===== config.mk =====
export PLATFORM = sky130hd
export DESIGN_NAME = ipe_front_flat
export DESIGN_NICKNAME = d
export VERILOG_FILES = /design/src/hdl/ipe_pkg.sv /design/src/hdl/ipe_if.sv /design/src/hdl/ipe_front.sv /design/src/flat_wrapper.sv
export SDC_FILE = /design/constraint.sdc
export NUM_CORES = 1
export LEC_CHECK = 0
export ABC_AREA = 1
export BUFFER_PORTS_ARGS = -buffer_cell sky130_fd_sc_hd__buf_4
export CAP_MARGIN = 25
export CORE_MARGIN = 5
export CORE_UTILIZATION = 40
export DETAILED_ROUTE_END_ITERATION = 12
export GPL_ROUTABILITY_DRIVEN = 0
export GPL_TIMING_DRIVEN = 0
export PLACE_DENSITY = 0.54
export SYNTH_ARGS = -nofsm -noshare
export SYNTH_HDL_FRONTEND = slang
export SYNTH_SLANG_ARGS = --single-unit

===== constraint.sdc =====
create_clock -name clk -period 3.8 [get_ports clk]
set_clock_uncertainty 0.15 [all_clocks]
set_input_delay 0.19 -clock clk [delete_from_list [all_inputs] [get_ports clk]]
set_output_delay 0.19 -clock clk [all_outputs]
set_load 0.005 [all_outputs]

===== src/hdl/ipe_pkg.sv =====
package ipe_pkg;

  localparam int DEF_MAX_WIDTH       = 256;
  localparam int DEF_MAX_HEIGHT      = 256;
  localparam int DEF_PALETTE_ENTRIES = 256;

  localparam int OP_W       = 2;
  localparam int CFG_IDX_W  = 2;
  localparam int CFG_DATA_W = 9;
  localparam int COLOR_W    = 16;

  // request opcodes
  localparam logic [OP_W-1:0] OP_PALETTE = 2'd0;
  localparam logic [OP_W-1:0] OP_DATA    = 2'd1;
  localparam logic [OP_W-1:0] OP_FINISH  = 2'd2;

  // configuration register indexes
  localparam logic [CFG_IDX_W-1:0] REG_FOUR_BIT_MODE = 2'd0;
  localparam logic [CFG_IDX_W-1:0] REG_IMAGE_WIDTH   = 2'd1;
  localparam logic [CFG_IDX_W-1:0] REG_IMAGE_HEIGHT  = 2'd2;

  localparam logic [CFG_DATA_W-1:0] RST_IMAGE_WIDTH  = 9'd256;
  localparam logic [CFG_DATA_W-1:0] RST_IMAGE_HEIGHT = 9'd192;

  // result kinds
  localparam logic KIND_PIXEL = 1'b0;
  localparam logic KIND_BOX   = 1'b1;

  localparam logic [7:0]         MAGENTA_MIN = 8'd248;
  localparam logic [7:0]         GREEN_MAX   = 8'd8;
  localparam logic [COLOR_W-1:0] OPAQUE_BIT  = 16'h8000;

  typedef struct packed {
    logic is_box;  // finish request, report box
    logic two;     // second nibble falls inside the row
    logic hit0;    // first index maps to a written palette entry
    logic hit1;    // second index maps to a written palette entry
  } ipe_ctl_t;

  function automatic logic [COLOR_W-1:0] pal_color(input logic [7:0] r,
                                                   input logic [7:0] g,
                                                   input logic [7:0] b);
    logic [COLOR_W-1:0] c;
    if (r >= MAGENTA_MIN && g <= GREEN_MAX && b >= MAGENTA_MIN) begin
      c = '0;
    end else begin
      c = OPAQUE_BIT | {1'b0, b[7:3], g[7:3], r[7:3]};
    end
    return c;
  endfunction

endpackage


===== src/hdl/ipe_if.sv =====
interface ipe_in_if;
  import ipe_pkg::*;
  logic            valid;
  logic            ready;
  logic [OP_W-1:0] op;
  logic [7:0]      palette_index;
  logic [7:0]      red;
  logic [7:0]      green;
  logic [7:0]      blue;
  logic [7:0]      data_byte;

  modport source (output valid, op, palette_index, red, green, blue, data_byte,
                  input ready);
  modport sink (input valid, op, palette_index, red, green, blue, data_byte,
                output ready);
endinterface


interface ipe_cfg_if;
  import ipe_pkg::*;
  logic                  valid;
  logic                  ready;
  logic [CFG_IDX_W-1:0]  index;
  logic [CFG_DATA_W-1:0] data;

  modport source (output valid, index, data, input ready);
  modport sink (input valid, index, data, output ready);
endinterface


===== src/hdl/ipe_front.sv =====
module ipe_front #(
  parameter int MAX_WIDTH       = ipe_pkg::DEF_MAX_WIDTH,
  parameter int MAX_HEIGHT      = ipe_pkg::DEF_MAX_HEIGHT,
  parameter int PALETTE_ENTRIES = ipe_pkg::DEF_PALETTE_ENTRIES
) (
  input  logic                               clk,
  input  logic                               rst,
  ipe_cfg_if.sink                            cfg,
  ipe_in_if.sink                             pix_in,
  input  logic                               take_ok,
  output logic                               pal_we,
  output logic [$clog2(PALETTE_ENTRIES)-1:0] pal_waddr,
  output logic [ipe_pkg::COLOR_W-1:0]        pal_wdata,
  output logic                               pal_re,
  output logic [$clog2(PALETTE_ENTRIES)-1:0] pal_raddr_a,
  output logic [$clog2(PALETTE_ENTRIES)-1:0] pal_raddr_b,
  output logic                               load,
  output ipe_pkg::ipe_ctl_t                  ctl,
  output logic [$clog2(MAX_WIDTH)-1:0]       x0,
  output logic [$clog2(MAX_WIDTH)-1:0]       x1,
  output logic [$clog2(MAX_HEIGHT)-1:0]      y,
  output logic [$clog2(MAX_WIDTH+1)-1:0]     eff_w,
  output logic [$clog2(MAX_HEIGHT+1)-1:0]    eff_h
);
  import ipe_pkg::*;

  localparam int XW = $clog2(MAX_WIDTH);
  localparam int WW = $clog2(MAX_WIDTH + 1);
  localparam int YW = $clog2(MAX_HEIGHT);
  localparam int HW = $clog2(MAX_HEIGHT + 1);
  localparam int BW = $clog2(MAX_WIDTH + 4);
  localparam int PW = BW + 1;
  localparam int AW = $clog2(PALETTE_ENTRIES);

  logic                   four_bit_mode;
  logic [CFG_DATA_W-1:0]  image_width;
  logic [CFG_DATA_W-1:0]  image_height;
  logic [BW-1:0]          byte_in_row;
  logic [HW-1:0]          rows_done;
  logic [PALETTE_ENTRIES-1:0] pal_valid;

  logic          accept;
  logic          is_data;
  logic          is_finish;
  logic          rows_left;
  logic          row_end;
  logic [BW-1:0] w_ext;
  logic [BW-1:0] row_bytes;
  logic [PW-1:0] px0;
  logic [PW-1:0] px1;
  logic          exists0;
  logic          exists1;
  logic [7:0]    idx_a;
  logic [7:0]    idx_b;
  logic          in_range_a;

  assign cfg.ready    = 1'b1;
  assign pix_in.ready = take_ok;
  assign accept       = pix_in.valid && take_ok;
  assign is_data      = pix_in.op == OP_DATA;
  assign is_finish    = pix_in.op == OP_FINISH;

  // clamp the programmed size into the supported range
  always_comb begin
    if (image_width == '0) begin
      eff_w = WW'(1);
    end else if (32'(image_width) > 32'(MAX_WIDTH)) begin
      eff_w = WW'(MAX_WIDTH);
    end else begin
      eff_w = WW'(image_width);
    end
    if (image_height == '0) begin
      eff_h = HW'(1);
    end else if (32'(image_height) > 32'(MAX_HEIGHT)) begin
      eff_h = HW'(MAX_HEIGHT);
    end else begin
      eff_h = HW'(image_height);
    end
  end

  // bytes per padded row
  assign w_ext     = BW'(eff_w);
  assign row_bytes = four_bit_mode ?
                     ((((w_ext + BW'(1)) >> 1) + BW'(3)) & ~BW'(3)) :
                     ((w_ext + BW'(3)) & ~BW'(3));
  assign row_end   = (PW'(byte_in_row) + PW'(1)) >= PW'(row_bytes);
  assign rows_left = rows_done < eff_h;

  assign px0     = four_bit_mode ? {byte_in_row, 1'b0} : PW'(byte_in_row);
  assign px1     = px0 + PW'(1);
  assign exists0 = px0 < PW'(eff_w);
  assign exists1 = four_bit_mode && (px1 < PW'(eff_w));

  assign x0 = XW'(px0);
  assign x1 = XW'(px1);
  assign y  = YW'(eff_h - HW'(1) - rows_done);

  // high nibble first in 4-bit mode
  assign idx_a      = four_bit_mode ? {4'b0, pix_in.data_byte[7:4]} : pix_in.data_byte;
  assign idx_b      = {4'b0, pix_in.data_byte[3:0]};
  assign in_range_a = 32'(idx_a) < 32'(PALETTE_ENTRIES);

  assign pal_we      = accept && (pix_in.op == OP_PALETTE) &&
                       (32'(pix_in.palette_index) < 32'(PALETTE_ENTRIES));
  assign pal_waddr   = AW'(pix_in.palette_index);
  assign pal_wdata   = pal_color(pix_in.red, pix_in.green, pix_in.blue);
  assign pal_raddr_a = AW'(idx_a);
  assign pal_raddr_b = AW'(idx_b);

  assign load   = accept && ((is_data && rows_left && exists0) || is_finish);
  assign pal_re = load;

  assign ctl.is_box = is_finish;
  assign ctl.two    = exists1;
  assign ctl.hit0   = in_range_a && pal_valid[pal_raddr_a];
  assign ctl.hit1   = pal_valid[pal_raddr_b];

  always_ff @(posedge clk) begin
    if (rst) begin
      four_bit_mode <= 1'b1;
      image_width   <= RST_IMAGE_WIDTH;
      image_height  <= RST_IMAGE_HEIGHT;
      byte_in_row   <= '0;
      rows_done     <= '0;
      pal_valid     <= '0;
    end else begin
      if (cfg.valid) begin
        unique case (cfg.index)
          REG_FOUR_BIT_MODE: four_bit_mode <= cfg.data[0];
          REG_IMAGE_WIDTH:   image_width   <= cfg.data;
          REG_IMAGE_HEIGHT:  image_height  <= cfg.data;
          default: ;
        endcase
      end
      if (pal_we) begin
        pal_valid[pal_waddr] <= 1'b1;
      end
      if (accept) begin
        unique case (pix_in.op)
          OP_DATA: begin
            // drop bytes once every row is done
            if (rows_left) begin
              if (row_end) begin
                byte_in_row <= '0;
                rows_done   <= rows_done + HW'(1);
              end else begin
                byte_in_row <= byte_in_row + BW'(1);
              end
            end
          end
          OP_FINISH: begin
            byte_in_row <= '0;
            rows_done   <= '0;
          end
          default: ;
        endcase
      end
    end
  end

endmodule


===== src/flat_wrapper.sv =====
// flat-port wrapper written by rule: the top's interface ports become plain ports
module ipe_front_flat import ipe_pkg::*;
#(
  parameter int MAX_WIDTH       = ipe_pkg::DEF_MAX_WIDTH,
  parameter int MAX_HEIGHT      = ipe_pkg::DEF_MAX_HEIGHT,
  parameter int PALETTE_ENTRIES = ipe_pkg::DEF_PALETTE_ENTRIES
)
  (clk, rst, take_ok, pal_we, pal_waddr, pal_wdata, pal_re, pal_raddr_a, pal_raddr_b, load, ctl, x0, x1, y, eff_w, eff_h, cfg_valid, cfg_index, cfg_data, cfg_ready, pix_in_valid, pix_in_op, pix_in_palette_index, pix_in_red, pix_in_green, pix_in_blue, pix_in_data_byte, pix_in_ready);
  ipe_cfg_if cfg_i ();
  ipe_in_if pix_in_i ();
  input  logic clk;
  input  logic rst;
  input  logic take_ok;
  output logic pal_we;
  output logic [$clog2(PALETTE_ENTRIES)-1:0] pal_waddr;
  output logic [ipe_pkg::COLOR_W-1:0] pal_wdata;
  output logic pal_re;
  output logic [$clog2(PALETTE_ENTRIES)-1:0] pal_raddr_a;
  output logic [$clog2(PALETTE_ENTRIES)-1:0] pal_raddr_b;
  output logic load;
  output ipe_pkg::ipe_ctl_t ctl;
  output logic [$clog2(MAX_WIDTH)-1:0] x0;
  output logic [$clog2(MAX_WIDTH)-1:0] x1;
  output logic [$clog2(MAX_HEIGHT)-1:0] y;
  output logic [$clog2(MAX_WIDTH+1)-1:0] eff_w;
  output logic [$clog2(MAX_HEIGHT+1)-1:0] eff_h;
  input wire logic [$bits(cfg_i.valid)-1:0] cfg_valid;
  input wire logic [$bits(cfg_i.index)-1:0] cfg_index;
  input wire logic [$bits(cfg_i.data)-1:0] cfg_data;
  output wire logic [$bits(cfg_i.ready)-1:0] cfg_ready;
  input wire logic [$bits(pix_in_i.valid)-1:0] pix_in_valid;
  input wire logic [$bits(pix_in_i.op)-1:0] pix_in_op;
  input wire logic [$bits(pix_in_i.palette_index)-1:0] pix_in_palette_index;
  input wire logic [$bits(pix_in_i.red)-1:0] pix_in_red;
  input wire logic [$bits(pix_in_i.green)-1:0] pix_in_green;
  input wire logic [$bits(pix_in_i.blue)-1:0] pix_in_blue;
  input wire logic [$bits(pix_in_i.data_byte)-1:0] pix_in_data_byte;
  output wire logic [$bits(pix_in_i.ready)-1:0] pix_in_ready;
  assign cfg_i.valid = cfg_valid;
  assign cfg_i.index = cfg_index;
  assign cfg_i.data = cfg_data;
  assign cfg_ready = cfg_i.ready;
  assign pix_in_i.valid = pix_in_valid;
  assign pix_in_i.op = pix_in_op;
  assign pix_in_i.palette_index = pix_in_palette_index;
  assign pix_in_i.red = pix_in_red;
  assign pix_in_i.green = pix_in_green;
  assign pix_in_i.blue = pix_in_blue;
  assign pix_in_i.data_byte = pix_in_data_byte;
  assign pix_in_ready = pix_in_i.ready;
  ipe_front #(.MAX_WIDTH(MAX_WIDTH), .MAX_HEIGHT(MAX_HEIGHT), .PALETTE_ENTRIES(PALETTE_ENTRIES)) u_core (.clk(clk), .rst(rst), .cfg(cfg_i), .pix_in(pix_in_i), .take_ok(take_ok), .pal_we(pal_we), .pal_waddr(pal_waddr), .pal_wdata(pal_wdata), .pal_re(pal_re), .pal_raddr_a(pal_raddr_a), .pal_raddr_b(pal_raddr_b), .load(load), .ctl(ctl), .x0(x0), .x1(x1), .y(y), .eff_w(eff_w), .eff_h(eff_h));
endmodule

==> impl_metrics.csv <==
group,metric,value,unit
yosys,ys.flop_type,"dfxtp_1",
clock_tree,clock_sinks,293,
cells_and_area,diodes,0,
sta,setup_violations,0,
sta,fmax,0.2719,GHz
placed_design,numPlacedInstances,3064,
setup_path,cpPeakStageDelay,0.34,ns
min_path,hp-class,"in -> reg",
grt,grtUsageMet1,38.48,%
setup_path,reg2reg_depth,25,
cells_and_area,fill_cells,4046,
yosys,ys_ff_latch,293,
die,io_pins,149,
setup_path,cp_num_buf_inv,4,
drt,vias_per_cell,5.121,
power_and_ir_drop,comb_power_share,15.1,%
min_path,hold_path.startpoint,"pix_in_palette_index[6]",
clock_tree,path_clk_slew,0.06,ns
die,die_w,207.6,µm
cells_and_area,fin_nets,2732,
drt,drt_wl_total,60830,µm
yosys,ys_types,41,
grt,antenna_found_initial,0,
yosys,ys_top_cells_by_area,"dfxtp_1, nand2_1, inv_1",
die,core,0.03865,mm²
min_path,hold_path_end,"u_core.pal_valid[209]",
grt,global_route.usage.met2,42.62,%
die,core.rowCount,72,
sta,hold_viol,0,
placed_design,place_ws,-0.4283,ns
power_and_ir_drop,power_density,389.7,mW/mm²
power_and_ir_drop,p_total,0.007467,W
sta,period_needed,3.678,ns
yosys,synth-async-reset-ratio,0,%
die,die_h,207.6,µm
yosys,yosysWarnings,0,
cells_and_area,layout.cells.non_filler,3170,
setup_path,path_max_fanout,5,
setup_path,startpoint_type,"flop",
setup_path,r2r_slack,0.12,ns
drt,vias,16230,
sta,worst_slack,0.1225,ns
yosys,yosysTopAreaCell,"dfxtp_1",
setup_path,required,4.05,ns
placed_design,port_buffers,136,
power_and_ir_drop,seqPwrFrac,41.5,%
yosys,netlist_area,0.01561,mm²
grt,grt_use_met3,4.186,%
clock_tree,cts_tree,"yes",
sta,worstMarginPinSlew,1.137,ns
clock_tree,cts_buffers,35,
drt,drc,0,
grt,grt_pass1_vias,15240,
die,start_util,40.40,%
setup_path,endpoint_kind,"flop",
clock_tree,clockRootBuffer,"clkbuf_16",
yosys,synth-edff-count,0,
setup_path,crit_slowest_cell,"dfxtp_2",
sta,maxSlewHeadroom,24.21,%
drt,first_iter_violations,1424,
yosys,postSynthCellCount,2407,
power_and_ir_drop,p_leak,8.206,nW
yosys,synth_most_common_cell,"nand2_1",
setup_path,critPathTopFamily,"simple AND/OR/NAND/NOR gates",
setup_path,critPathArrivalTime,3.93,ns
flow_run,timing.max_cap.violations,0,
placed_design,dpl.hpwl,42440,µm
grt,grt_start_max_net_pins,12,
grt,gr-total-overflow,0,
setup_path,r2r-end,"u_core.rows_done[1]",
die,die_area,0.04309,mm²
yosys,seq_area_frac_synth,37.57,%
yosys,avgSynthCellArea,6.487,µm²
sta,slew_viol_final,0,
grt,grt_busiest_layer,"met2",
power_and_ir_drop,switching_share,28.51,%
setup_path,worstSetupPathType,"reg -> reg",
cells_and_area,syn2layout_area_growth,22.73,%
drt,wire_per_inst,19.19,µm
power_and_ir_drop,worst_ir_drop_vdd,301.0,µV
power_and_ir_drop,p_clk_share,43.4,%
clock_tree,cts_buffer_depth,3,
clock_tree,cts_max_level,2,
cells_and_area,drive_gt1_share,14.37,%
min_path,holdPathStages,5,
sta,post-route-period-util,96.78,%
grt,grt_usage,27.00,%
yosys,synth_top_area_share,37.57,%
grt,grt_pass1_wl,91340,µm
yosys,synth_common_cells,"nand2_1, inv_1, dfxtp_1",
power_and_ir_drop,internal-power,0.005338,W
power_and_ir_drop,switching_power,0.002129,W
setup_path,crit-reg2reg-launch,"u_core.image_width[3]",
clock_tree,clock_latency,0.55,ns
drt,drt_pass1_iterations,6,
status,outcome,"finished, final reports clean",
drt,detail-route-antenna-nets,0,
## worst max path at each step
stage	startpoint	to	cells after the start
final	u_core.image_width[3]	u_core.rows_done[1]	25
after global routing	u_core.image_width[3]	u_core.rows_done[7]	25
after CTS	u_core.four_bit_mode	ctl[2]	21
after detailed placement	u_core.image_width[4]	u_core.rows_done[0]	24
after global placement	u_core.image_width[4]	u_core.rows_done[0]	24
after floorplan	u_core.image_width[0]	u_core.rows_done[3]	25
## kinds of logic (layout without fill, tap and decap cells)
| family | count (synthesis) | count (layout) | synth area share (%) |
|---|---|---|---|
| xor gates and xnor gates | 23 | 23 | 1.338 |
| AOI/OAI and AO/OA | 378 | 378 | 12.58 |
| buffers and inverters | 562 | 803 | 14.89 |
| and+or+nand+nor | 1105 | 1106 | 30.00 |
| adders and majority gates | 44 | 44 | 3.574 |
| DFF | 293 | 293 | 37.57 |
| other | 2 | 5 | 0.04810 |
## layout make-up
class | count | area (µm²) | share of cell area, %
Inverter | 414 | 1559 | 8.135
Multi-Input combinational cell | 1556 | 7764 | 40.51
Timing Repair Buffer | 183 | 1464 | 7.639
Clock buffer | 51 | 985.9 | 5.145
Sequential cell | 293 | 5873 | 30.65
Tap cell | 518 | 648.1 | 3.382
Clock inverter | 8 | 76.32 | 0.3983
Buffer | 147 | 793.3 | 4.139
## worst min-delay path, cell delays in order
cell	delay, ns
buf_4	0.14
nand2_1	0.12
nor2_1	0.13
nand2_1	0.09
a21oi_1	0.05
## sequential cells by signal, indices dropped and copies added, names as in the netlist
signal / cells
u_core.pal_valid: 256
u_core.byte_in_row: 9
u_core.image_height: 9
u_core.image_width: 9
u_core.rows_done: 9
u_core.four_bit_mode: 1
## cell usage in the layout (no fill, tap or decap), drive strengths merged, types with 3 or more instances in the layout
cell type      n
a21oi        281
buf          236
clkbuf       121
clkinv         6
conb           5
dfxtp        293
dlygate4sd3   24
ha            43
inv          415
nand2        624
nand3        289
nand4          5
nor2         149
nor3          24
nor3b          5
nor4           6
o211ai        10
o21ai         76
or2            3
xnor2          6
xor2          17
## power groups by stage
| stage | clock [W] | sequential [W] | combinational, W |
|---|---|---|---|
| after CTS | 0.00329 | 0.00310 | 0.00106 |
| after global routing | 0.00340 | 0.00310 | 0.00122 |
| after detailed placement | 0 | 0.00316 | 0.00103 |
| final | 0.00324 | 0.00310 | 0.00113 |
| after global placement | 0 | 0.00316 | 0.00103 |
| after floorplan | 0 | 0.00316 | 0.000580 |
## metrics by stage
stage | cell area [µm²] | hold WS [ns] | setup TNS (ns) | utilization, %
finish | 19160 | 0.06527 | 0 | 49.59
global route | 19160 | 0.07747 | -1.143 | 49.59
CTS | 18740 | 0.03449 | -0.06557 | 48.49
detailed placement | 17290 | 0.2820 | -6.712 | 44.75
global placement | 17290 | 0.2791 | -5.514 | 44.75
floorplan | 15630 | 0.1663 | 0 | -
## per-layer routing
metal | vias up | part of all wire, %
met5 | - | 0
met4 | 0 | 2.9
met3 | 122 | 8.0
met1 | 7565 | 45
li1 | 7944 | -
met2 | 601 | 44
## what timing repair did
| item | in CTS | in global routing |
|---|---|---|
| hold buffers | 24 | 0 |
| resized for setup | 25 | 74 |
| hold endpoints to repair | 23 | 0 |
| setup buffers | 5 | 16 |
| cloned | 0 | 2 |
| endpoints found under the setup margin | 20 | 21 |
| pin swaps | 4 | 40 |
No activity file was read; power rests on OpenSTA's default activity.
