--- src/hdl/ipe_pkg.sv ---
package ipe_pkg;

  localparam int DEF_MAX_WIDTH       = 256;
  localparam int DEF_MAX_HEIGHT      = 256;
  localparam int DEF_PALETTE_ENTRIES = 256;

  localparam int OP_W       = 2;
  localparam int CFG_IDX_W  = 2;
  localparam int CFG_DATA_W = 9;
  localparam int COLOR_W    = 16;

  // request opcodes
  localparam logic [OP_W-1:0] OP_PALETTE = 2'd0;
  localparam logic [OP_W-1:0] OP_DATA    = 2'd1;
  localparam logic [OP_W-1:0] OP_FINISH  = 2'd2;

  // configuration register indexes
  localparam logic [CFG_IDX_W-1:0] REG_FOUR_BIT_MODE = 2'd0;
  localparam logic [CFG_IDX_W-1:0] REG_IMAGE_WIDTH   = 2'd1;
  localparam logic [CFG_IDX_W-1:0] REG_IMAGE_HEIGHT  = 2'd2;

  localparam logic [CFG_DATA_W-1:0] RST_IMAGE_WIDTH  = 9'd256;
  localparam logic [CFG_DATA_W-1:0] RST_IMAGE_HEIGHT = 9'd192;

  // result kinds
  localparam logic KIND_PIXEL = 1'b0;
  localparam logic KIND_BOX   = 1'b1;

  localparam logic [7:0]         MAGENTA_MIN = 8'd248;
  localparam logic [7:0]         GREEN_MAX   = 8'd8;
  localparam logic [COLOR_W-1:0] OPAQUE_BIT  = 16'h8000;

  typedef struct packed {
    logic is_box;  // finish request, report box
    logic two;     // second nibble falls inside the row
    logic hit0;    // first index maps to a written palette entry
    logic hit1;    // second index maps to a written palette entry
  } ipe_ctl_t;

  function automatic logic [COLOR_W-1:0] pal_color(input logic [7:0] r,
                                                   input logic [7:0] g,
                                                   input logic [7:0] b);
    logic [COLOR_W-1:0] c;
    if (r >= MAGENTA_MIN && g <= GREEN_MAX && b >= MAGENTA_MIN) begin
      c = '0;
    end else begin
      c = OPAQUE_BIT | {1'b0, b[7:3], g[7:3], r[7:3]};
    end
    return c;
  endfunction

endpackage

--- src/hdl/ipe_if.sv ---


interface ipe_out_if;
  import ipe_pkg::*;
  logic               valid;
  logic               ready;
  logic               kind;
  logic [7:0]         pixel_x;
  logic [7:0]         pixel_y;
  logic [COLOR_W-1:0] color;
  logic [7:0]         box_x;
  logic [7:0]         box_y;
  logic [8:0]         box_width;
  logic [8:0]         box_height;
  logic               last;

  modport source (output valid, kind, pixel_x, pixel_y, color, box_x, box_y,
                  box_width, box_height, last, input ready);
  modport sink (input valid, kind, pixel_x, pixel_y, color, box_x, box_y,
                box_width, box_height, last, output ready);
endinterface


--- src/hdl/ipe_emit.sv ---
module ipe_emit #(
  parameter int MAX_WIDTH  = ipe_pkg::DEF_MAX_WIDTH,
  parameter int MAX_HEIGHT = ipe_pkg::DEF_MAX_HEIGHT
) (
  input  logic                            clk,
  input  logic                            rst,
  input  logic                            load,
  input  ipe_pkg::ipe_ctl_t               ctl,
  input  logic [$clog2(MAX_WIDTH)-1:0]    x0,
  input  logic [$clog2(MAX_WIDTH)-1:0]    x1,
  input  logic [$clog2(MAX_HEIGHT)-1:0]   y,
  input  logic [$clog2(MAX_WIDTH+1)-1:0]  eff_w,
  input  logic [$clog2(MAX_HEIGHT+1)-1:0] eff_h,
  input  logic [ipe_pkg::COLOR_W-1:0]     rdata_a,
  input  logic [ipe_pkg::COLOR_W-1:0]     rdata_b,
  output logic                            take_ok,
  ipe_out_if.source                       pix_out
);
  import ipe_pkg::*;

  localparam int XW = $clog2(MAX_WIDTH);
  localparam int WW = $clog2(MAX_WIDTH + 1);
  localparam int YW = $clog2(MAX_HEIGHT);
  localparam int HW = $clog2(MAX_HEIGHT + 1);
  // clamped size after reset, the starting left and top edges
  localparam int RST_W = (int'(RST_IMAGE_WIDTH) > MAX_WIDTH) ? MAX_WIDTH :
                         int'(RST_IMAGE_WIDTH);
  localparam int RST_H = (int'(RST_IMAGE_HEIGHT) > MAX_HEIGHT) ? MAX_HEIGHT :
                         int'(RST_IMAGE_HEIGHT);

  logic          s1_valid;
  ipe_ctl_t      s1_ctl;
  logic [XW-1:0] s1_x0;
  logic [XW-1:0] s1_x1;
  logic [YW-1:0] s1_y;
  logic          sel;

  logic          any_opq;
  logic [WW-1:0] left;
  logic [XW-1:0] right;
  logic [HW-1:0] top;
  logic [YW-1:0] bottom;

  logic               move;
  logic               last_now;
  logic               retire;
  logic [COLOR_W-1:0] color0;
  logic [COLOR_W-1:0] color1;
  logic               opq0;
  logic               opq1;
  logic [XW-1:0]      lo;
  logic [XW-1:0]      hi;
  logic [7:0]         bx;
  logic [7:0]         by;
  logic [8:0]         bw;
  logic [8:0]         bh;

  // unwritten entries read as transparent
  assign color0 = s1_ctl.hit0 ? rdata_a : '0;
  assign color1 = s1_ctl.hit1 ? rdata_b : '0;
  assign opq0   = color0 != '0;
  assign opq1   = s1_ctl.two && (color1 != '0);
  assign lo     = opq0 ? s1_x0 : s1_x1;
  assign hi     = opq1 ? s1_x1 : s1_x0;

  assign move     = s1_valid && (!pix_out.valid || pix_out.ready);
  assign last_now = s1_ctl.is_box || !s1_ctl.two || sel;
  assign retire   = move && last_now;
  assign take_ok  = !s1_valid || retire;

  always_comb begin
    if (any_opq) begin
      bx = 8'(left);
      by = 8'(top);
      bw = 9'(WW'(right) - left + WW'(1));
      bh = 9'(HW'(bottom) - top + HW'(1));
    end else begin
      bx = '0;
      by = '0;
      bw = 9'(eff_w);
      bh = 9'(eff_h);
    end
  end

  always_ff @(posedge clk) begin
    if (rst) begin
      s1_valid      <= 1'b0;
      any_opq       <= 1'b0;
      left          <= WW'(RST_W);
      top           <= HW'(RST_H);
      pix_out.valid <= 1'b0;
    end else begin
      if (load) begin
        s1_valid <= 1'b1;
      end else if (retire) begin
        s1_valid <= 1'b0;
      end
      if (move) begin
        pix_out.valid <= 1'b1;
      end else if (pix_out.ready) begin
        pix_out.valid <= 1'b0;
      end
      // left and top start from the size in force when the box is cleared
      if (retire && s1_ctl.is_box) begin
        any_opq <= 1'b0;
        left    <= eff_w;
        top     <= eff_h;
      end else if (retire && (opq0 || opq1)) begin
        any_opq <= 1'b1;
        left    <= (WW'(lo) < left) ? WW'(lo) : left;
        top     <= (HW'(s1_y) < top) ? HW'(s1_y) : top;
      end
    end

    if (load) begin
      s1_ctl <= ctl;
      s1_x0  <= x0;
      s1_x1  <= x1;
      s1_y   <= y;
      sel    <= 1'b0;
    end else if (move && !last_now) begin
      sel <= 1'b1;
    end

    // grow the box once the request retires
    if (retire && !s1_ctl.is_box && (opq0 || opq1)) begin
      right  <= (!any_opq || hi > right) ? hi : right;
      bottom <= (!any_opq || s1_y > bottom) ? s1_y : bottom;
    end

    if (move) begin
      if (s1_ctl.is_box) begin
        pix_out.kind       <= KIND_BOX;
        pix_out.pixel_x    <= '0;
        pix_out.pixel_y    <= '0;
        pix_out.color      <= '0;
        pix_out.box_x      <= bx;
        pix_out.box_y      <= by;
        pix_out.box_width  <= bw;
        pix_out.box_height <= bh;
        pix_out.last       <= 1'b1;
      end else begin
        pix_out.kind       <= KIND_PIXEL;
        pix_out.pixel_x    <= 8'(sel ? s1_x1 : s1_x0);
        pix_out.pixel_y    <= 8'(s1_y);
        pix_out.color      <= sel ? color1 : color0;
        pix_out.box_x      <= '0;
        pix_out.box_y      <= '0;
        pix_out.box_width  <= '0;
        pix_out.box_height <= '0;
        pix_out.last       <= last_now;
      end
    end
  end

endmodule

--- src/flat_wrapper.sv ---
// flat-port wrapper written by rule: the top's interface ports become plain ports
module ipe_emit_flat import ipe_pkg::*;
#(
  parameter int MAX_WIDTH  = ipe_pkg::DEF_MAX_WIDTH,
  parameter int MAX_HEIGHT = ipe_pkg::DEF_MAX_HEIGHT
)
  (clk, rst, load, ctl, x0, x1, y, eff_w, eff_h, rdata_a, rdata_b, take_ok, pix_out_valid, pix_out_kind, pix_out_pixel_x, pix_out_pixel_y, pix_out_color, pix_out_box_x, pix_out_box_y, pix_out_box_width, pix_out_box_height, pix_out_last, pix_out_ready);
  ipe_out_if pix_out_i ();
  input  logic clk;
  input  logic rst;
  input  logic load;
  input  ipe_pkg::ipe_ctl_t ctl;
  input  logic [$clog2(MAX_WIDTH)-1:0] x0;
  input  logic [$clog2(MAX_WIDTH)-1:0] x1;
  input  logic [$clog2(MAX_HEIGHT)-1:0] y;
  input  logic [$clog2(MAX_WIDTH+1)-1:0] eff_w;
  input  logic [$clog2(MAX_HEIGHT+1)-1:0] eff_h;
  input  logic [ipe_pkg::COLOR_W-1:0] rdata_a;
  input  logic [ipe_pkg::COLOR_W-1:0] rdata_b;
  output logic take_ok;
  output wire logic [$bits(pix_out_i.valid)-1:0] pix_out_valid;
  output wire logic [$bits(pix_out_i.kind)-1:0] pix_out_kind;
  output wire logic [$bits(pix_out_i.pixel_x)-1:0] pix_out_pixel_x;
  output wire logic [$bits(pix_out_i.pixel_y)-1:0] pix_out_pixel_y;
  output wire logic [$bits(pix_out_i.color)-1:0] pix_out_color;
  output wire logic [$bits(pix_out_i.box_x)-1:0] pix_out_box_x;
  output wire logic [$bits(pix_out_i.box_y)-1:0] pix_out_box_y;
  output wire logic [$bits(pix_out_i.box_width)-1:0] pix_out_box_width;
  output wire logic [$bits(pix_out_i.box_height)-1:0] pix_out_box_height;
  output wire logic [$bits(pix_out_i.last)-1:0] pix_out_last;
  input wire logic [$bits(pix_out_i.ready)-1:0] pix_out_ready;
  assign pix_out_valid = pix_out_i.valid;
  assign pix_out_kind = pix_out_i.kind;
  assign pix_out_pixel_x = pix_out_i.pixel_x;
  assign pix_out_pixel_y = pix_out_i.pixel_y;
  assign pix_out_color = pix_out_i.color;
  assign pix_out_box_x = pix_out_i.box_x;
  assign pix_out_box_y = pix_out_i.box_y;
  assign pix_out_box_width = pix_out_i.box_width;
  assign pix_out_box_height = pix_out_i.box_height;
  assign pix_out_last = pix_out_i.last;
  assign pix_out_i.ready = pix_out_ready;
  ipe_emit #(.MAX_WIDTH(MAX_WIDTH), .MAX_HEIGHT(MAX_HEIGHT)) u_core (.clk(clk), .rst(rst), .load(load), .ctl(ctl), .x0(x0), .x1(x1), .y(y), .eff_w(eff_w), .eff_h(eff_h), .rdata_a(rdata_a), .rdata_b(rdata_b), .take_ok(take_ok), .pix_out(pix_out_i));
endmodule
--- config.mk ---
export PLATFORM = sky130hd
export DESIGN_NAME = ipe_emit_flat
export DESIGN_NICKNAME = d
export VERILOG_FILES = /design/src/hdl/ipe_pkg.sv /design/src/hdl/ipe_if.sv /design/src/hdl/ipe_emit.sv /design/src/flat_wrapper.sv
export SDC_FILE = /design/constraint.sdc
export NUM_CORES = 1
export LEC_CHECK = 0
export BUFFER_PORTS_ARGS = -buffer_cell sky130_fd_sc_hd__buf_2
export CORE_ASPECT_RATIO = 0.7
export CORE_MARGIN = 2
export CORE_UTILIZATION = 25
export DETAILED_ROUTE_END_ITERATION = 6
export PLACE_DENSITY = 0.46
export SYNTH_ARGS = -nofsm -noshare
export SYNTH_HDL_FRONTEND = slang
export SYNTH_SLANG_ARGS = --single-unit
--- constraint.sdc ---
create_clock -name clk -period 8.7 [get_ports clk]
set_clock_uncertainty 0.1 [all_clocks]
set_input_delay 2.61 -clock clk [delete_from_list [all_inputs] [get_ports clk]]
set_output_delay 2.61 -clock clk [all_outputs]
set_load 0.01 [all_outputs]
==> summary.txt, run 1 <==
Run status
  • Result of the run: completed

STA
  • Share of the clock period used by the worst path: 73.1%
  • Actual slew at the worst max-slew pin: 980 ps
  • Max Clock Freq: 157 MHz
  • Final Max Slew Viols: 0
  • RSZ-0062 raised after global routing: no
  • Number of hold violations in the final report: 0
  • Clock period minus worst slack: 6360 ps
  • Relative slew slack: 34.4%
  • Post-Route Setup TNS: 0 ps
  • Endpoints failing setup: 0

Finish
  • Post-Layout Inst Area: 0.00861 sq mm
  • Most common cell after layout, fill and taps aside: sky130_fd_sc_hd__buf_2
  • Commonest cells after routing, fill and taps aside: sky130_fd_sc_hd__buf_2 (151), sky130_fd_sc_hd__edfxtp_1 (112), sky130_fd_sc_hd__nor2_1 (70), sky130_fd_sc_hd__ha_1 (60), sky130_fd_sc_hd__inv_1 (46)
  • Ratio of cells with drive above 1 in the final layout: 28.1%
  • Area overhead of the layout relative to synthesis: 26.0%
  • Final #Nets: 875

Detailed routing
  • Vias per cell: 4.39
  • Number of vias after detailed routing: 4873
  • Initial DRT Pass Iterations: 5
  • Routed wire length: 18800 um
  • DRC errors left: 0
  • Remaining number of nets flagged by the antenna check after routing: 0
  • Average wire per standard cell: 16.9 um
  • Drt initial violations: 250

Yosys
  • Multiplexer area fraction after synthesis: 6.19%
  • Xor-xnor portion of the synthesized cell area: 1.28%
  • Compound-Gate Fraction of Synth Area: 9.71%
  • Fraction of synthesis flops using an asynchronous set or reset pin: 0%
  • Cell taking the most area after synthesis: sky130_fd_sc_hd__edfxtp_1
  • Yosys top cell area share: 49.2%
  • Unique cell type count in the Yosys netlist: 48
  • Sequential share of the synthesized area: 55.7%
  • Yosys warning total: 0
  • Number of enable flip-flop cells after synthesis: 112
  • Synthesized-area fraction occupied by and/or/nand/nor cells: 11.7%
  • Average cell area after synthesis: 11.9 sq um
  • Dominant cells by area after synthesis: sky130_fd_sc_hd__edfxtp_1 (49%), sky130_fd_sc_hd__ha_1 (11%), sky130_fd_sc_hd__dfxtp_1 (6.4%)
  • Arithmetic-cell share of the synthesized area counting full adders, half adders and majority gates: 11.6%
  • Cell count after synthesis: 576
  • Main combinational cell family by area after synthesis: simple AND/OR/NAND/NOR gates
  • Flip-flop and latch count after synthesis: 134
  • Net Count, Synth: 720
  • Synth Cell Area: 0.00683 sq mm
  • Leading register cell type out of synthesis: sky130_fd_sc_hd__edfxtp_1

Critical path
  • Required time at the worst-slack endpoint: 5990 ps
  • Highest fanout seen on the critical path: 35
  • CP startpoint kind: primary input
  • Setup slack of the worst register-to-register path: 5170 ps
  • Data arrival time of the worst path: 3650 ps
  • Critical path endpoint category: output port
  • Critical path class: in -> out

Job
  • Number of maximum-capacitance constraint violations: 0

Clock network
  • Count of clock tree sinks: 134
  • CTS tree: built
  • Clock buffer count from CTS: 17
  • Deepest level of the CTS H-tree: 4
  • Buffer type at the clock tree root: sky130_fd_sc_hd__clkbuf_16
  • Maximum count of clock buffers along a single path: 2
  • Clock transition at the registers of the reported paths: 60 ps
  • Total setup buffers inserted after CTS: 0
  • Latest clock arrival within the worst-skew pair: 420 ps
  • Post-cts resize count: 0
  • Number of hold buffers added after cts: 0

Floorplan
  • I/O pins: 152
  • Width of the chip: 202 um
  • Rows: 50
  • Die footprint: 0.0287 sq mm
  • Area of the core region: 0.0268 sq mm
  • Starting density of the core: 25.5%
  • Die Span Y: 142 um

Power
  • Power Density: 211 mW/mm^2
  • Worst vdd rail ir drop: 0.134 mV
  • Static power due to leakage: 3.55 nW

Placed design
  • DP HPWL: 14200 um
  • RePlAce Congestion: 0.800
  • Post-Place Cell Area: 0.00801 sq mm
  • Buffers added on ports: 151

GRT
  • Maximum number of pins on one net before global-route repair: 40
  • Overflow left after global routing: 0
  • Via count of the first global-routing pass: 4983
  • GRT Util Overall: 13.3%
  • First-pass GRT wire length: 28600 um
  • Number of antenna violations at the first check in global routing: 1

Hold path
  • Class of the tightest hold or removal check: reg -> reg
per-layer routing:
layer | track usage [%] | part of all wire (%) | vias up
met4 | 3.37 | 0.48 | 0
li1 | - | - | 2415
met3 | 3.80 | 4.7 | 6
met5 | 0 | 0 | -
met2 | 19.6 | 42 | 117
met1 | 19.2 | 52 | 2335
path summary, 6_finish.rpt:
path | from | endpoint | cells after the start
hold / removal | u_core.s1_valid | u_core.pix_out.valid | 2
setup / recovery | pix_out_ready | take_ok | 7
hold reg to reg | u_core.s1_valid | u_core.pix_out.valid | 2
setup reg to reg | u_core.s1_ctl[2] | u_core.right[4] | 11
worst max-delay path, stage by stage:
cell	delay, ps
sky130_fd_sc_hd__buf_2	70
sky130_fd_sc_hd__inv_1	60
sky130_fd_sc_hd__a21boi_4	140
sky130_fd_sc_hd__buf_4	420
sky130_fd_sc_hd__nand2_1	100
sky130_fd_sc_hd__nand2_1	110
sky130_fd_sc_hd__buf_2	130
per-stage QoR:
step	hold slack [ps]	std cells	total power [mW]	utilization, %	setup WS, ps
2_1_floorplan	348	576	0.974	-	1100
4_1_cts	397	1108	1.85	32.1	2290
3_3_place_gp	380	1076	1.09	29.9	2320
3_5_place_dp	381	1076	1.09	29.9	2290
6_report	396	1109	1.82	32.1	2340
5_1_grt	440	1108	1.91	32.1	2220
registers in the layout (all words and copies together) (netlist names), 9 cells and up:
name,flops
u_core.top,9
u_core.left,9
u_core.pix_out.color,16
u_core.pix_out.box_height,9
u_core.pix_out.box_width,9
power breakdown:
group,switching (mW),internal (mW),leakage (nW)
Combinational,0.171,0.124,2.01
Clock,0.288,0.458,0.284
Sequential,0.0250,0.750,1.26
cell families (layout without fill, tap and decap cells):
group / after synthesis / in the layout
other: 0 / 1
buffers and inverters: 67 / 235
adder cells (fa/ha/maj): 62 / 62
AND/OR/NAND/NOR: 165 / 165
flip-flops: 134 / 134
AO/OA/AOI/OAI: 98 / 98
XOR/XNOR: 10 / 10
multiplexers: 40 / 40
cell usage after synthesis, types with 2 or more instances:
library cell / number
sky130_fd_sc_hd__edfxtp_1: 112
sky130_fd_sc_hd__nor2_1: 70
sky130_fd_sc_hd__ha_1: 60
sky130_fd_sc_hd__inv_1: 46
sky130_fd_sc_hd__nand2_1: 33
sky130_fd_sc_hd__a21oi_1: 26
sky130_fd_sc_hd__mux2i_1: 25
sky130_fd_sc_hd__dfxtp_1: 22
sky130_fd_sc_hd__o21ai_0: 19
sky130_fd_sc_hd__a22oi_1: 16
sky130_fd_sc_hd__clkbuf_1: 16
sky130_fd_sc_hd__nor2b_1: 15
sky130_fd_sc_hd__mux2_2: 14
sky130_fd_sc_hd__a21o_1: 12
sky130_fd_sc_hd__nor3_1: 10
sky130_fd_sc_hd__nand3_1: 7
sky130_fd_sc_hd__xor2_1: 7
sky130_fd_sc_hd__a311oi_1: 6
sky130_fd_sc_hd__nand2b_1: 6
sky130_fd_sc_hd__nor4_1: 6
sky130_fd_sc_hd__and2_1: 4
sky130_fd_sc_hd__o21a_1: 4
sky130_fd_sc_hd__a211oi_1: 3
sky130_fd_sc_hd__nand4_1: 3
sky130_fd_sc_hd__xnor2_1: 3
sky130_fd_sc_hd__a31oi_1: 2
sky130_fd_sc_hd__and3_1: 2
sky130_fd_sc_hd__buf_1: 2
sky130_fd_sc_hd__fa_1: 2
sky130_fd_sc_hd__nor4_2: 2
sky130_fd_sc_hd__nor4_4: 2
sky130_fd_sc_hd__o211ai_1: 2
sky130_fd_sc_hd__or4_1: 2
cell type report:
cell class | count | area, sq um
fillers | 2805 | 18200
flip-flops and latches | 134 | 3800
multi-input cells | 375 | 2780
repair buffers | 156 | 793
well taps | 364 | 455
clock buffers | 20 | 447
inverters | 47 | 176
clock inverters | 12 | 153
diodes | 1 | 2.50
Power figures use the tool's default switching activity.
==> inputs of run 2 (changes only) <==
- PLACE_DENSITY: 0.46 -> 0.45
- clock period: 8.7 -> 6.1 ns (I/O delays scaled with it)
==> run 2 against run 1 <==
Net effect: first-iteration DRC count is 4.8% lower; combinational power increased by 43%; design area grew 0.58%; setup slack got worse by 990 ps.
==> summary.txt, run 2 (same netlist as run 1, synthesis figures left out) <==
Run status
  • Result of the run: completed (unchanged)

Detailed routing
  • Average wire per standard cell: 17.0 um (was 16.9 um)
  • Max Used Layer: met5 (was met4)
  • Met3 layer wire length in the routed design: 979 um (was 887 um)
  • Met1 layer wirelength in the final routing: 9870 um (was 9850 um)
  • DRC errors left: 0 (unchanged)
  • Initial DRT Pass Iterations: 5 (unchanged)
  • Routed wire length: 18900 um (was 18800 um)
  • Drt initial violations: 238 (was 250)
  • Met2 Routed Length: 7900 um (was 7940 um)
  • Remaining number of nets flagged by the antenna check after routing: 0 (unchanged)
  • Vias per cell: 4.38 (was 4.39)
  • Number of vias after detailed routing: 4873 (unchanged)

Power
  • Clock group share of total power: 41.7% (was 41.1%)
  • Static power due to leakage: 3.59 nW (was 3.55 nW)
  • Power Density: 303 mW/mm^2 (was 211 mW/mm^2)
  • Switching power as a share of total power: 26.9% (was 26.6%)
  • Total power after layout: 2.62 mW (was 1.82 mW)
  • Sequential share of power: 42.1% (was 42.7%)
  • Combinational group share of total power: 16.2% (was 16.3%)
  • Int Pwr: 1.91 mW (was 1.33 mW)
  • Switching Power: 0.706 mW (was 0.483 mW)
  • Worst vdd rail ir drop: 0.190 mV (was 0.134 mV)

STA
  • Share of the clock period used by the worst path: 77.9%
  • Number of hold violations in the final report: 0 (unchanged)
  • Clock period minus worst slack: 4750 ps
  • Relative slew slack: 27.8% (was 34.4%)
  • Final Max Slew Viols: 0 (unchanged)
  • Endpoints failing setup: 0 (unchanged)
  • RSZ-0062 raised after global routing: no (unchanged)
  • Post-Route Setup TNS: 0 ps (unchanged)
  • Actual slew at the worst max-slew pin: 1080 ps (was 980 ps)
  • Max Clock Freq: 210 MHz

GRT
  • Via count of the first global-routing pass: 4910 (was 4983)
  • Maximum number of pins on one net before global-route repair: 42 (was 40)
  • GRT Util Overall: 13.5% (was 13.3%)
  • Number of antenna violations at the first check in global routing: 2 (was 1)
  • Overflow left after global routing: 0 (unchanged)
  • First-pass GRT wire length: 28700 um (was 28600 um)

Clock network
  • Post-cts resize count: 0 (unchanged)
  • Total setup buffers inserted after CTS: 0 (unchanged)
  • Latest clock arrival within the worst-skew pair: 430 ps (was 420 ps)
  • Deepest level of the CTS H-tree: 4 (unchanged)
  • CTS tree: built (unchanged)
  • Number of hold buffers added after cts: 0 (unchanged)
  • Clock transition at the registers of the reported paths: 60 ps (about the same)
  • Buffer type at the clock tree root: sky130_fd_sc_hd__clkbuf_16 (unchanged)
  • Maximum count of clock buffers along a single path: 2 (unchanged)
  • Count of clock tree sinks: 134 (unchanged)
  • Clock buffer count from CTS: 17 (unchanged)

Critical path
  • Critical path endpoint category: flop (was output port)
  • Highest fanout seen on the critical path: 9 (was 35)
  • Required time at the worst-slack endpoint: 6360 ps (was 5990 ps)
  • Data arrival time of the worst path: 5010 ps (was 3650 ps)
  • Slowest cell on the critical path: sky130_fd_sc_hd__or4_1 (was sky130_fd_sc_hd__buf_4)
  • Critical Path, Cell by Cell: buf_2, nor4_2, a41oi_4, mux2_2, ha_1, a21o_1, a21o_1, a21oi_1, nor2_1, or4_1, mux2_4, o21ai_2 (was buf_2, inv_1, a21boi_4, buf_4, nand2_1, nand2_1, buf_2)
  • Library cell appearing most often on the critical path: sky130_fd_sc_hd__a21o_1
  • Maximum single-stage delay on the critical path: 650 ps (was 420 ps)
  • Critical path class: in -> reg (was in -> out)
  • CP startpoint kind: primary input (unchanged)

Finish
  • Ratio of cells with drive above 1 in the final layout: 28.8% (was 28.1%)
  • Register name with the most flops: u_core.pix_out.color (unchanged)
  • Final #Nets: 878 (was 875)
  • Commonest cells after routing, fill and taps aside: sky130_fd_sc_hd__buf_2 (151), sky130_fd_sc_hd__edfxtp_1 (112), sky130_fd_sc_hd__nor2_1 (70), sky130_fd_sc_hd__ha_1 (60), sky130_fd_sc_hd__inv_1 (46) (unchanged)
  • Most common cell after layout, fill and taps aside: sky130_fd_sc_hd__buf_2 (unchanged)
  • Area overhead of the layout relative to synthesis: 26.8% (was 26.0%)
  • Flip-flop count of the largest register, all copies and words added: 16 (unchanged)

Floorplan
  • Starting density of the core: 25.5% (unchanged)
  • Rows: 50 (unchanged)
  • I/O pins: 152 (unchanged)
  • Die footprint: 0.0287 sq mm (unchanged)
  • Die Span Y: 142 um (unchanged)
  • Area of the core region: 0.0268 sq mm (unchanged)
  • Width of the chip: 202 um (unchanged)

Hold path
  • Class of the tightest hold or removal check: reg -> reg (unchanged)

Job
  • Number of maximum-capacitance constraint violations: 0 (unchanged)

Placed design
  • DP HPWL: 14400 um (was 14200 um)
  • Buffers added on ports: 151 (unchanged)
  • RePlAce Congestion: 0.783 (was 0.800)
run 2: changes by cell type in the layout (fill, tap and decap cells not counted), sizes merged:
cell and change:
buf +3, clkinvlp -1, bufinv -1, inv +2
run 2: final cells by class:
class                   instances  area (sq um)
well taps                     364           455
repair buffers                159           816
multi-input cells             375          2780
clock buffers                  20           489
flip-flops and latches        134          3800
clock inverters                12           138
diodes                          1          2.50
inverters                      47           176
fillers                      2813         18100
run 2: final timing paths:
check / from / end / slack [ps] / cells past startpoint
hold reg to reg: u_core.s1_valid / u_core.pix_out.valid / 410 / 2
setup / recovery: rdata_a[11] / u_core.left[0] / 1350 / 12
setup reg to reg: u_core.s1_ctl[1] / u_core.left[0] / 2740 / 11
hold / removal: u_core.s1_valid / u_core.pix_out.valid / 410 / 2
run 2: power groups by stage:
| stage | sequential [mW] | combinational (mW) | clock (mW) |
|---|---|---|---|
| after global routing | 1.11 | 0.479 | 1.16 |
| after floorplan | 1.13 | 0.260 | 0 |
| after detailed placement | 1.12 | 0.428 | 0 |
| after CTS | 1.11 | 0.432 | 1.13 |
| final | 1.10 | 0.423 | 1.09 |
| after global placement | 1.13 | 0.428 | 0 |
run 2: through the flow:
stage               utilization (%)  setup WS (ps)  hold WS [ps]  cell area (sq um)  cells
detailed placement             30.0            885           396               8030   1079
floorplan                         -           58.4           348               6830    576
finish                         32.3           1350           409               8660   1112
global route                   32.3           1130           444               8660   1111
CTS                            32.3           1340           410               8660   1111
global placement               30.0            899           384               8030   1079
run 2: routing by layer:
layer  vias to the layer above  GRT usage, %
li1                       2427             -
met1                      2311          19.6
met2                       116          19.3
met3                        17          3.98
met4                         2          3.64
met5                         -             0
run 2: worst max-delay path: cells and delay by family:
kind | cells | cell delay (ps)
compound gates | 5 | 900
buf+inv | 1 | 110
simple gates | 3 | 1110
fa+ha+maj | 1 | 300
mux | 2 | 750
